[src/rtl/core/zone_time_statistics_table_unit_macros.svh]
// Assertion macros for the zone time statistics table.
// No dependencies; included by the top level only.
`ifndef ZONE_TIME_STATISTICS_TABLE_UNIT_MACROS_SVH
`define ZONE_TIME_STATISTICS_TABLE_UNIT_MACROS_SVH
// Implication checked on every clock edge outside reset.
`define ZTS_ASSERT_IMPL(label, clk, rst_n, a, c, msg) \
  label: assert property (@(posedge clk) disable iff (!rst_n) (a) |-> (c)) else $error(msg);
// Next-cycle implication.
`define ZTS_ASSERT_NEXT(label, clk, rst_n, a, c, msg) \
  label: assert property (@(posedge clk) disable iff (!rst_n) (a) |=> (c)) else $error(msg);
`endif

[src/rtl/core/zts_pkg.sv]
// Package for the zone time statistics table: widths, commands, FSM states,
// controller/datapath command and status structs. No dependencies.
package zts_pkg;
  localparam int MaxZonesDef = 48;
  localparam int LabelW = 16;
  localparam int DurW = 32;
  localparam int LevelW = 6;
  localparam int TotalW = 48;
  localparam int CountW = 32;

  typedef enum logic [1:0] {
    CMD_ADD    = 2'd0,
    CMD_FRAME  = 2'd1,
    CMD_REPORT = 2'd2,
    CMD_NONE   = 2'd3
  } cmd_t;

  typedef enum logic [3:0] {
    ST_IDLE,
    ST_SEARCH,
    ST_UPDATE,
    ST_INSERT,
    ST_ROOT,
    ST_SCAN,
    ST_PICK,
    ST_EMIT,
    ST_CLEAR
  } state_t;

  typedef struct packed {
    logic start_cmd;   // latch input beat
    logic scan_clr;    // reset scan index
    logic scan_inc;    // step scan index
    logic hit_upd;     // update hit entry
    logic ins_new;     // append entry
    logic frame_inc;
    logic root_acc;    // accumulate root max from current read
    logic best_acc;    // compare current read against best
    logic best_clr;
    logic mark_best;   // mark best entry emitted
    logic load_out;    // load output register from best entry
    logic clear_all;
    logic rd_best;     // read address is best index
  } ctl_t;

  typedef struct packed {
    logic scan_done;   // scan index past last entry
    logic hit;
    logic full;
    logic lbl_zero;
    logic empty;
    logic emit_done;   // beat being emitted is the last entry
    logic out_busy;    // output register holds a stalled beat
    cmd_t cmd;
  } sts_t;
endpackage

[src/rtl/core/zts_ctrl.sv]
// Controller FSM for the zone time statistics table.
// Depends on zts_pkg.
module zts_ctrl (
  input  logic          clk,
  input  logic          rst_n,
  input  logic          in_valid,
  output logic          in_stall,
  input  zts_pkg::sts_t sts,
  output zts_pkg::ctl_t ctl
);
  zts_pkg::state_t state_r, state_nxt;
  logic            prim_r, prim_nxt;  // read pipeline primed

  always_ff @(posedge clk) begin
    if (!rst_n) begin
      state_r <= zts_pkg::ST_IDLE;
      prim_r  <= 1'b0;
    end else begin
      state_r <= state_nxt;
      prim_r  <= prim_nxt;
    end
  end

  always_comb begin
    state_nxt = state_r;
    prim_nxt  = 1'b0;
    case (state_r)
      zts_pkg::ST_IDLE: begin
        if (in_valid) begin
          state_nxt = zts_pkg::ST_SEARCH;
        end
      end
      zts_pkg::ST_SEARCH: begin
        case (sts.cmd)
          zts_pkg::CMD_ADD: begin
            prim_nxt = 1'b1;
            if (sts.lbl_zero) begin
              state_nxt = zts_pkg::ST_IDLE;
            end else if (prim_r && sts.hit) begin
              state_nxt = zts_pkg::ST_UPDATE;
            end else if (sts.scan_done) begin
              state_nxt = sts.full ? zts_pkg::ST_IDLE : zts_pkg::ST_INSERT;
            end
          end
          zts_pkg::CMD_REPORT: begin
            state_nxt = sts.empty ? zts_pkg::ST_IDLE : zts_pkg::ST_ROOT;
          end
          default: state_nxt = zts_pkg::ST_IDLE;
        endcase
      end
      zts_pkg::ST_UPDATE: state_nxt = zts_pkg::ST_IDLE;
      zts_pkg::ST_INSERT: state_nxt = zts_pkg::ST_IDLE;
      zts_pkg::ST_ROOT: begin
        prim_nxt = 1'b1;
        if (prim_r && sts.scan_done) begin
          state_nxt = zts_pkg::ST_SCAN;
        end
      end
      zts_pkg::ST_SCAN: begin
        prim_nxt = 1'b1;
        if (prim_r && sts.scan_done) begin
          state_nxt = zts_pkg::ST_PICK;
        end
      end
      zts_pkg::ST_PICK: state_nxt = zts_pkg::ST_EMIT;
      zts_pkg::ST_EMIT: begin
        if (!sts.out_busy) begin
          state_nxt = sts.emit_done ? zts_pkg::ST_CLEAR : zts_pkg::ST_SCAN;
        end
      end
      zts_pkg::ST_CLEAR: state_nxt = zts_pkg::ST_IDLE;
      default: state_nxt = zts_pkg::ST_IDLE;
    endcase
  end

  always_comb begin
    ctl = '0;
    in_stall = (state_r != zts_pkg::ST_IDLE);
    case (state_r)
      zts_pkg::ST_IDLE: begin
        ctl.start_cmd = in_valid;
        ctl.scan_clr  = 1'b1;
      end
      zts_pkg::ST_SEARCH: begin
        if (sts.cmd == zts_pkg::CMD_ADD) begin
          if (!(prim_r && sts.hit) && !sts.scan_done) begin
            ctl.scan_inc = 1'b1;
          end
        end else if (sts.cmd == zts_pkg::CMD_FRAME) begin
          ctl.frame_inc = 1'b1;
        end
      end
      zts_pkg::ST_UPDATE: ctl.hit_upd = 1'b1;
      zts_pkg::ST_INSERT: ctl.ins_new = 1'b1;
      zts_pkg::ST_ROOT: begin
        ctl.root_acc = prim_r;
        ctl.best_clr = 1'b1;
        if (prim_r && sts.scan_done) begin
          ctl.scan_clr = 1'b1;
        end else begin
          ctl.scan_inc = 1'b1;
        end
      end
      zts_pkg::ST_SCAN: begin
        ctl.best_acc = prim_r;
        if (!(prim_r && sts.scan_done)) begin
          ctl.scan_inc = 1'b1;
        end
      end
      zts_pkg::ST_PICK: ctl.rd_best = 1'b1;
      zts_pkg::ST_EMIT: begin
        ctl.rd_best = 1'b1;
        if (!sts.out_busy) begin
          ctl.load_out  = 1'b1;
          ctl.mark_best = 1'b1;
          ctl.best_clr  = 1'b1;
          ctl.scan_clr  = 1'b1;
        end
      end
      zts_pkg::ST_CLEAR: ctl.clear_all = 1'b1;
      default: ;
    endcase
  end
endmodule

[config.mk]
export PLATFORM = sky130hd
export DESIGN_NAME = zts_ctrl
export DESIGN_NICKNAME = d
export VERILOG_FILES = /design/src/rtl/core/zone_time_statistics_table_unit_macros.svh /design/src/rtl/core/zts_pkg.sv /design/src/rtl/core/zts_ctrl.sv
export SDC_FILE = /design/constraint.sdc
export NUM_CORES = 1
export LEC_CHECK = 0
export BUFFER_PORTS_ARGS = -buffer_cell sky130_fd_sc_hd__buf_2
export CAP_MARGIN = 10
export CELL_PAD_IN_SITES_DETAIL_PLACEMENT = 2
export CELL_PAD_IN_SITES_GLOBAL_PLACEMENT = 2
export CORE_MARGIN = 2
export CORE_UTILIZATION = 23
export CTS_BUF_LIST = sky130_fd_sc_hd__clkbuf_8 sky130_fd_sc_hd__clkbuf_16
export DETAILED_ROUTE_END_ITERATION = 6
export PLACE_DENSITY_LB_ADDON = 0.1
export SYNTH_ARGS = -nofsm -noshare
export SYNTH_HDL_FRONTEND = slang
export SYNTH_SLANG_ARGS = --single-unit
[constraint.sdc]
create_clock -name clk -period 2.6 [get_ports clk]
set_input_delay 0.13 -clock clk [delete_from_list [all_inputs] [get_ports clk]]
set_output_delay 0.13 -clock clk [all_outputs]
set_load 0.05 [all_outputs]
**Word level (Yosys, flattened, before mapping)**

Index checks and enable logic that the tools add are counted.

- Register bits after elaboration: 5
- Bits in writable memories: 0
- Output and inout bits: 14
- Latch bits: 0
- Word-level logic and storage cells: 62
- Memory bits (read-only): 0
- Memories kept: 0

- Div/mod/pow operators: 0
- Reductions and logical operators: 11
- $lt $le $gt $ge: 0
- Add/sub/neg operators: 0
- $mul: 0
- Equality and inequality tests: 15
- Bitwise logic cells: 0
- Mux-type cells: 34
- Shift-type cells: 0

Operator list:

| cell | number |
|---|---|
| 4-bit two-way mux | 8 |
| 4-bit one-hot mux with 6 select lines | 1 |
| 4-bit by 3-bit == test with 1-bit output, second input constant | 4 |
| 1-bit two-way mux | 16 |
| 4-bit by 2-bit == test with 1-bit output, second input constant | 2 |
| 2-bit inequality test, second input constant | 4 |
| 4-bit one-hot mux with 2 select lines | 1 |
| 3-bit two-way mux | 2 |
| 1-bit one-hot mux with 2 select lines | 3 |
| 5-bit inequality test, second input constant | 1 |
| 5-bit AND reduction | 1 |
| 4-bit by 1-bit == test with 1-bit output, second input constant | 1 |
| 4-bit == test, second input constant | 1 |
| 4-bit zero test | 1 |
| 2-bit two-way mux | 2 |
| 4-bit nonzero test | 1 |
| 2-bit OR reduction | 2 |
| 1-bit logical AND | 3 |
| 1-bit one-hot mux with 3 select lines | 1 |
| 2-bit by 1-bit == test with 1-bit output, second input constant | 1 |
| 2-bit == test, second input constant | 1 |
| 1-bit zero test | 2 |
| 2-bit zero test | 1 |

**Depth between registers and ports, before layout**

Gate-level depths: netlist (run 1).

- Depth in word-level cells: 6
- Mapped depth: 6
- Depth with buffers taken out: 5

**Least setup slack after synthesis (run 1)**

No wires, ideal clock.

- Path kind: register to output
- Start: reg state_r[0]
- End: out ctl[8] (netlist bit)
- Arrival time: 2290 ps
- Buffers on the path: 1
- Required time: 2470 ps
- Setup slack: 180 ps
- Stages on the path, launching flop included: 3
- Cells stage by stage: dfxtp_1 clkbuf_1 nor4b_1

RTL lines:

| item | line | text |
|---|---|---|
| start: declaration | zts_ctrl.sv:11 | `zts_pkg::state_t state_r, state_nxt;` |
| start signal: assignment | zts_ctrl.sv:16 | `state_r <= zts_pkg::ST_IDLE;` |
| start signal: assignment | zts_ctrl.sv:19 | `state_r <= state_nxt;` |
| end: declaration | zts_ctrl.sv:9 | `output zts_pkg::ctl_t ctl` |

==> results of run 1 <==
## cells in the final DEF (no fill, tap or decap), types with 2 or more instances in the layout
master	n
clkbuf_8	3
o21ai_0	3
nand2_1	7
inv_1	6
nor4b_1	3
nor2b_1	2
a211oi_1	2
nor3_1	3
nor4_1	3
nand3_1	2
nor2_1	8
buf_2	25
o21a_1	2
dfxtp_1	5
## per-layer routing
layer,share of wire,track usage
met4,0,0.0405
met1,0.46,0.181
met5,0,0
met3,0.044,0.0357
met2,0.49,0.241
## cells by family after synthesis
kind of cell    count (synthesis)  share of synthesized area
xor+xnor                        1                     0.0177
buf+inv                        11                      0.119
compound gates                 13                      0.187
flops                           5                      0.203
simple gates                   38                      0.453
mux                             1                     0.0203
## how the worst max path moves through the flow
| stage | start | endpoint | slack (ns) | cells past startpoint |
|---|---|---|---|---|
| final | state_r[0] | ctl[10] | 0.40 | 4 |
| after detailed placement | state_r[0] | ctl[10] | 0.60 | 4 |
| after global placement | state_r[0] | state_r[0] | 0.67 | 4 |
| after CTS | state_r[0] | ctl[10] | 0.34 | 4 |
| after floorplan | state_r[0] | ctl[8] | 0.18 | 2 |
| after global routing | state_r[0] | ctl[10] | 0.27 | 4 |
## worst max-delay path, stage by stage, from the launching register on
cell	delay (ns)
dfxtp_1	0.60
or4b_1	0.61
nor4_1	0.24
o21a_1	0.14
buf_2	0.25
## metrics by stage
stage	setup WS, ns	util	cell area [um2]
floorplan	0.180	-	494
global placement	0.666	0.310	621
detailed placement	0.598	0.310	621
CTS	0.337	0.333	666
global route	0.266	0.333	666
finish	0.402	0.333	666
## final cells by class
| cell class | count | area share |
|---|---|---|
| Clock inverter | 1 | 0.00564 |
| Timing Repair Buffer | 26 | 0.199 |
| Tap cell | 27 | 0.0508 |
| Clock buffer | 3 | 0.0620 |
| Inverter | 5 | 0.0282 |
| Multi-Input combinational cell | 53 | 0.504 |
| Sequential cell | 5 | 0.150 |
## sequential cells by signal (all words and copies together) (netlist names)
register / cells
prim_r: 1
state_r: 4
## power groups by stage
stage | Sequential, W | Combinational [W] | Clock, W
3_5_place_dp | 0.000122 | 0.000254 | 0
5_1_grt | 0.000125 | 0.000272 | 0.000149
4_1_cts | 0.000121 | 0.000256 | 0.000145
6_report | 0.000120 | 0.000251 | 0.000140
2_1_floorplan | 0.0000984 | 0.000221 | 0
3_3_place_gp | 0.000122 | 0.000253 | 0
==> results.sh, run 1 <==
export IMPL_status="finished, final reports clean"
export IMPL_holdPathStages=3
export IMPL_drtIter0Drc=4
export IMPL_power_internal_w=0.000270
export IMPL_nFillCells=258
export IMPL_drt_pass1_iter_count=4
export IMPL_htree_levels=1
export IMPL_leakagePower_nw=0.311
export IMPL_path_class="reg2out"
export IMPL_maxSlewHeadroom=0.690
export IMPL_synth_most_common_cell="nor2_1"
export IMPL_synthCells=69
export IMPL_synth_nets=81
export IMPL_avgSynthCellArea_um2=7.16
export IMPL_switchingPower_w=0.000242
export IMPL_cp_required_ns=2.47
export IMPL_antenna_found_initial=0
export IMPL_fin_total_pwr_w=0.000512
export IMPL_whs_endpoint="state_r[3]"
export IMPL_p_clk_frac=0.274
export IMPL_vdd_ir_drop_max_v=0.000298
export IMPL_setup_tns_ns=0
export IMPL_synth_largest_area_cell="dfxtp_1"
export IMPL_setup_worst_path_end_class="output port"
export IMPL_cts_made_buffers=3
export IMPL_wirelength_mm=1.65
export IMPL_chipWidth_um=50.4
export IMPL_syn_to_final_growth_pct=34.7
export IMPL_die_h_um=50.4
export IMPL_core_um2=2000
export IMPL_yosysSeqAreaShare=0.203
export IMPL_clk_path_buf_depth=2
export IMPL_grt_first_pass_wirelength_mm=2.81
export IMPL_gp_congestion=0.672
export IMPL_comb_power_share=0.491
export IMPL_ys_flop_type="dfxtp_1"
export IMPL_diodes=0
export IMPL_cts_setup_buffers=0
export IMPL_fmax_mhz=455
export IMPL_rr_worst_depth=4
export IMPL_r2r_start="state_r[0]"
export IMPL_final_seq_area_um2=100
export IMPL_synthTopCellsByArea="dfxtp_1 20%, nor2_1 6.1%, nand2_1 5.3%"
export IMPL_grt_pass1_vias=619
export IMPL_yosys_warnings=0
export IMPL_yosysTopAreaCellShare=0.203
export IMPL_grt_max_degree=16
export IMPL_place_hpwl_mm=1.32
export IMPL_hold_viol_final=0
export IMPL_cts_tree="yes"
export IMPL_initial_utilization=0.247
export IMPL_clkLatencyLatePin_ns=0.22
export IMPL_min_path_type="in2reg"
export IMPL_r2r_slack_ns=0.65
export IMPL_worstPathMaxFanout=15
export IMPL_timing_critical_path_from_type="register"
export IMPL_arrival_ns=2.07
export IMPL_worstHoldStart="sts[3]"
export IMPL_reg2reg_to="state_r[0]"
export IMPL_rsz0062_at_grt="false"
export IMPL_grt_overflow=0
export IMPL_clockRootBuffer="clkbuf_8"
export IMPL_clk_pin_slew_ns=0.04
export IMPL_cts_resized=0
export IMPL_netlist_area_um2=494
export IMPL_period_share=0.845
export IMPL_postCtsHoldBufs=0
export IMPL_finalClockSkew_ns=0.00208
export IMPL_grt_use_total=0.143
export IMPL_dp_cells=116
export IMPL_period_needed_ns=2.20
export IMPL_synth_enable_flop_cells=0
export IMPL_setup_violations=0
export IMPL_yosysUniqueCellTypes=34
export IMPL_ioPinCount=26
export IMPL_ant_nets=0
export IMPL_num_rows=16
export IMPL_synth_seq_cells=5
export IMPL_drv_cap=0
export IMPL_design_die_area_um2=2540
export IMPL_vias=595
export IMPL_route_detailed_drc=0
export IMPL_switching_share=0.473
export IMPL_layout_drive_gt1_share=0.333
export IMPL_seq_power_share=0.235
export IMPL_wl_per_cell_um=13.8
export IMPL_tightest_slew_ns=0.465
export IMPL_vias_per_cell=4.96
export IMPL_multi_input_area_um2=335
export IMPL_port_buffers=25
export IMPL_async_flop_share=0
export IMPL_drv_slew=0
export IMPL_nets=106
export IMPL_hold_ws_ns=0.168
export IMPL_p_per_area_nw_per_um2=769
export IMPL_cts_sink_count=5
export IMPL_synthTopCellsByCount="8 x nor2_1, 7 x nand2_1, 5 x dfxtp_1, 5 x inv_1"
export IMPL_stdcell_count=120
No activity file was read; power rests on OpenSTA's default activity.
==> inputs of run 2 (changes only) <==
--- a/config.mk
+++ b/config.mk
@@ -10,7 +10,7 @@
 export CELL_PAD_IN_SITES_DETAIL_PLACEMENT = 2
 export CELL_PAD_IN_SITES_GLOBAL_PLACEMENT = 2
 export CORE_MARGIN = 2
-export CORE_UTILIZATION = 23
+export CORE_UTILIZATION = 19
 export CTS_BUF_LIST = sky130_fd_sc_hd__clkbuf_8 sky130_fd_sc_hd__clkbuf_16
 export DETAILED_ROUTE_END_ITERATION = 6
 export PLACE_DENSITY_LB_ADDON = 0.1
==> constraint.sdc (replaced) <==
create_clock -name clk -period 2 [get_ports clk]
set_input_delay 0.1 -clock clk [delete_from_list [all_inputs] [get_ports clk]]
set_output_delay 0.1 -clock clk [all_outputs]
set_load 0.05 [all_outputs]
==> results.sh, run 2 (same netlist as run 1, synthesis figures left out) <==
export IMPL_grt_max_degree=12
export IMPL_crit_buf_inv=1
export IMPL_ant_nets=0
export IMPL_fmax_mhz=538
export IMPL_tightest_slew_ns=0.266
export IMPL_min_path_type="in2reg"
export IMPL_diodes=0
export IMPL_drv_slew=0
export IMPL_arrival_ns=1.76
export IMPL_chipWidth_um=55
export IMPL_final_seq_area_um2=105
export IMPL_cp_slowest_stage_delay_ns=0.60
export IMPL_cp_required_ns=1.90
export IMPL_die_h_um=55
export IMPL_wirelength_mm=1.74
export IMPL_cts_sink_count=5
export IMPL_syn_to_final_growth_pct=51.1
export IMPL_multi_input_area_um2=368
export IMPL_timing_critical_path_from_type="register"
export IMPL_cts_setup_buffers=0
export IMPL_r2r_slack_ns=0.29
export IMPL_final_cell_mix="24 x buf_2, 7 x nand2_1, 7 x nor2_1"
export IMPL_largest_register="state_r"
export IMPL_vias_per_cell=4.81
export IMPL_setup_violations=0
export IMPL_period_needed_ns=1.86
export IMPL_vdd_ir_drop_max_v=0.000367
export IMPL_path_class="reg2out"
export IMPL_final_common_cell="buf_2"
export IMPL_core_um2=2480
export IMPL_grt_pass1_vias=605
export IMPL_dp_cells=124
export IMPL_stdcell_count=128
export IMPL_status="finished, final reports clean"
export IMPL_holdPathStages=3
export IMPL_largest_reg_flops=4
export IMPL_port_buffers=25
export IMPL_fin_util=0.302
export IMPL_whs_endpoint="state_r[3]"
export IMPL_layout_drive_gt1_share=0.480
export IMPL_initial_utilization=0.199
export IMPL_clk_pin_slew_ns=0.04
export IMPL_cts_made_buffers=3
export IMPL_reg_largest_list="state_r: 4 flops, prim_r: 1 flops"
export IMPL_worstHoldStart="sts[3]"
export IMPL_p_per_area_nw_per_um2=989
export IMPL_hold_ws_ns=0.136
export IMPL_drtIter0Drc=3
export IMPL_clockRootBuffer="clkbuf_8"
export IMPL_grt_use_total=0.130
export IMPL_gp_congestion=0.653
export IMPL_clkLatencyLatePin_ns=0.22
export IMPL_num_rows=18
export IMPL_design_die_area_um2=3030
export IMPL_reg2reg_to="state_r[0]"
export IMPL_vias=616
export IMPL_nFillCells=318
export IMPL_fin_total_pwr_w=0.000739
export IMPL_leakagePower_nw=0.344
export IMPL_startpoint="state_r[2]"
export IMPL_rsz0062_at_grt="false"
export IMPL_rr_worst_depth=4
export IMPL_maxSlewHeadroom=0.821
export IMPL_r2r_start="state_r[2]"
export IMPL_hold_viol_final=0
export IMPL_setup_tns_ns=0
export IMPL_finalClockSkew_ns=0.00810
export IMPL_cts_tree="yes"
export IMPL_critPathTopFamily="simple AND/OR/NAND/NOR gates"
export IMPL_postCtsHoldBufs=0
export IMPL_clk_path_buf_depth=2
export IMPL_cp_slowest_cell="or4b_4"
export IMPL_setup_worst_path_end_class="output port"
export IMPL_antenna_found_initial=0
export IMPL_cp_cell_sequence="or4b_4 -> nor4_1 -> o21a_1 -> clkbuf_4"
export IMPL_drt_pass1_iter_count=4
export IMPL_grt_first_pass_wirelength_mm=2.79
export IMPL_route_detailed_drc=0
export IMPL_period_share=0.929
export IMPL_drv_cap=0
export IMPL_ioPinCount=26
export IMPL_place_hpwl_mm=1.43
export IMPL_nets=111
export IMPL_grt_overflow=0
export IMPL_wl_per_cell_um=13.6
export IMPL_htree_levels=1
export IMPL_worstPathMaxFanout=9
-- run 2: how the worst max path moves through the flow --
stage / end / cells past startpoint
final: ctl[10] / 4
after global routing: ctl[10] / 4
after CTS: ctl[10] / 4
after detailed placement: state_r[0] / 4
after global placement: state_r[0] / 4
after floorplan: ctl[11] / 5
-- run 2: cell type report --
type / count / area share
multi-input combinational: 53 / 0.492
timing repair buffer: 31 / 0.231
sequential: 5 / 0.141
clock buffer: 3 / 0.0553
tap: 30 / 0.0503
inverter: 5 / 0.0251
clock inverter: 1 / 0.00503
-- run 2: power breakdown --
part	switching [W]	internal, W	leakage (nW)
registers	0.0000305	0.000117	0.0424
clock network	0.0000523	0.000132	0.0269
logic	0.000255	0.000152	0.274
total	0.000337	0.000402	0.344
-- run 2: layer usage --
| layer | up-vias | track usage | share of wire |
|---|---|---|---|
| met5 | - | 0 | 0 |
| met4 | 0 | 0.0610 | 0.0075 |
| met3 | 2 | 0.0242 | 0.041 |
| met2 | 13 | 0.206 | 0.46 |
| met1 | 297 | 0.168 | 0.49 |
| li1 | 304 | - | - |
-- run 2: what timing repair did --
| action | in CTS | in global routing |
|---|---|---|
| setup endpoints to repair | 1 | 2 |
| pin swaps | 0 | 0 |
| resized for setup | 1 | 5 |
-- run 2: worst reg2reg max path, stage by stage, from the launching register on --
cell,delay [ns]
dfxtp_2,0.37
or4b_4,0.60
nor4b_2,0.29
or3_4,0.20
mux2i_1,0.17
-- run 2: per-stage QoR --
stage	setup slack (ns)	area (um2)
floorplan	-0.0194	523
global placement	0.173	691
detailed placement	0.160	691
CTS	0.0399	739
global route	0.0684	747
finish	0.142	747
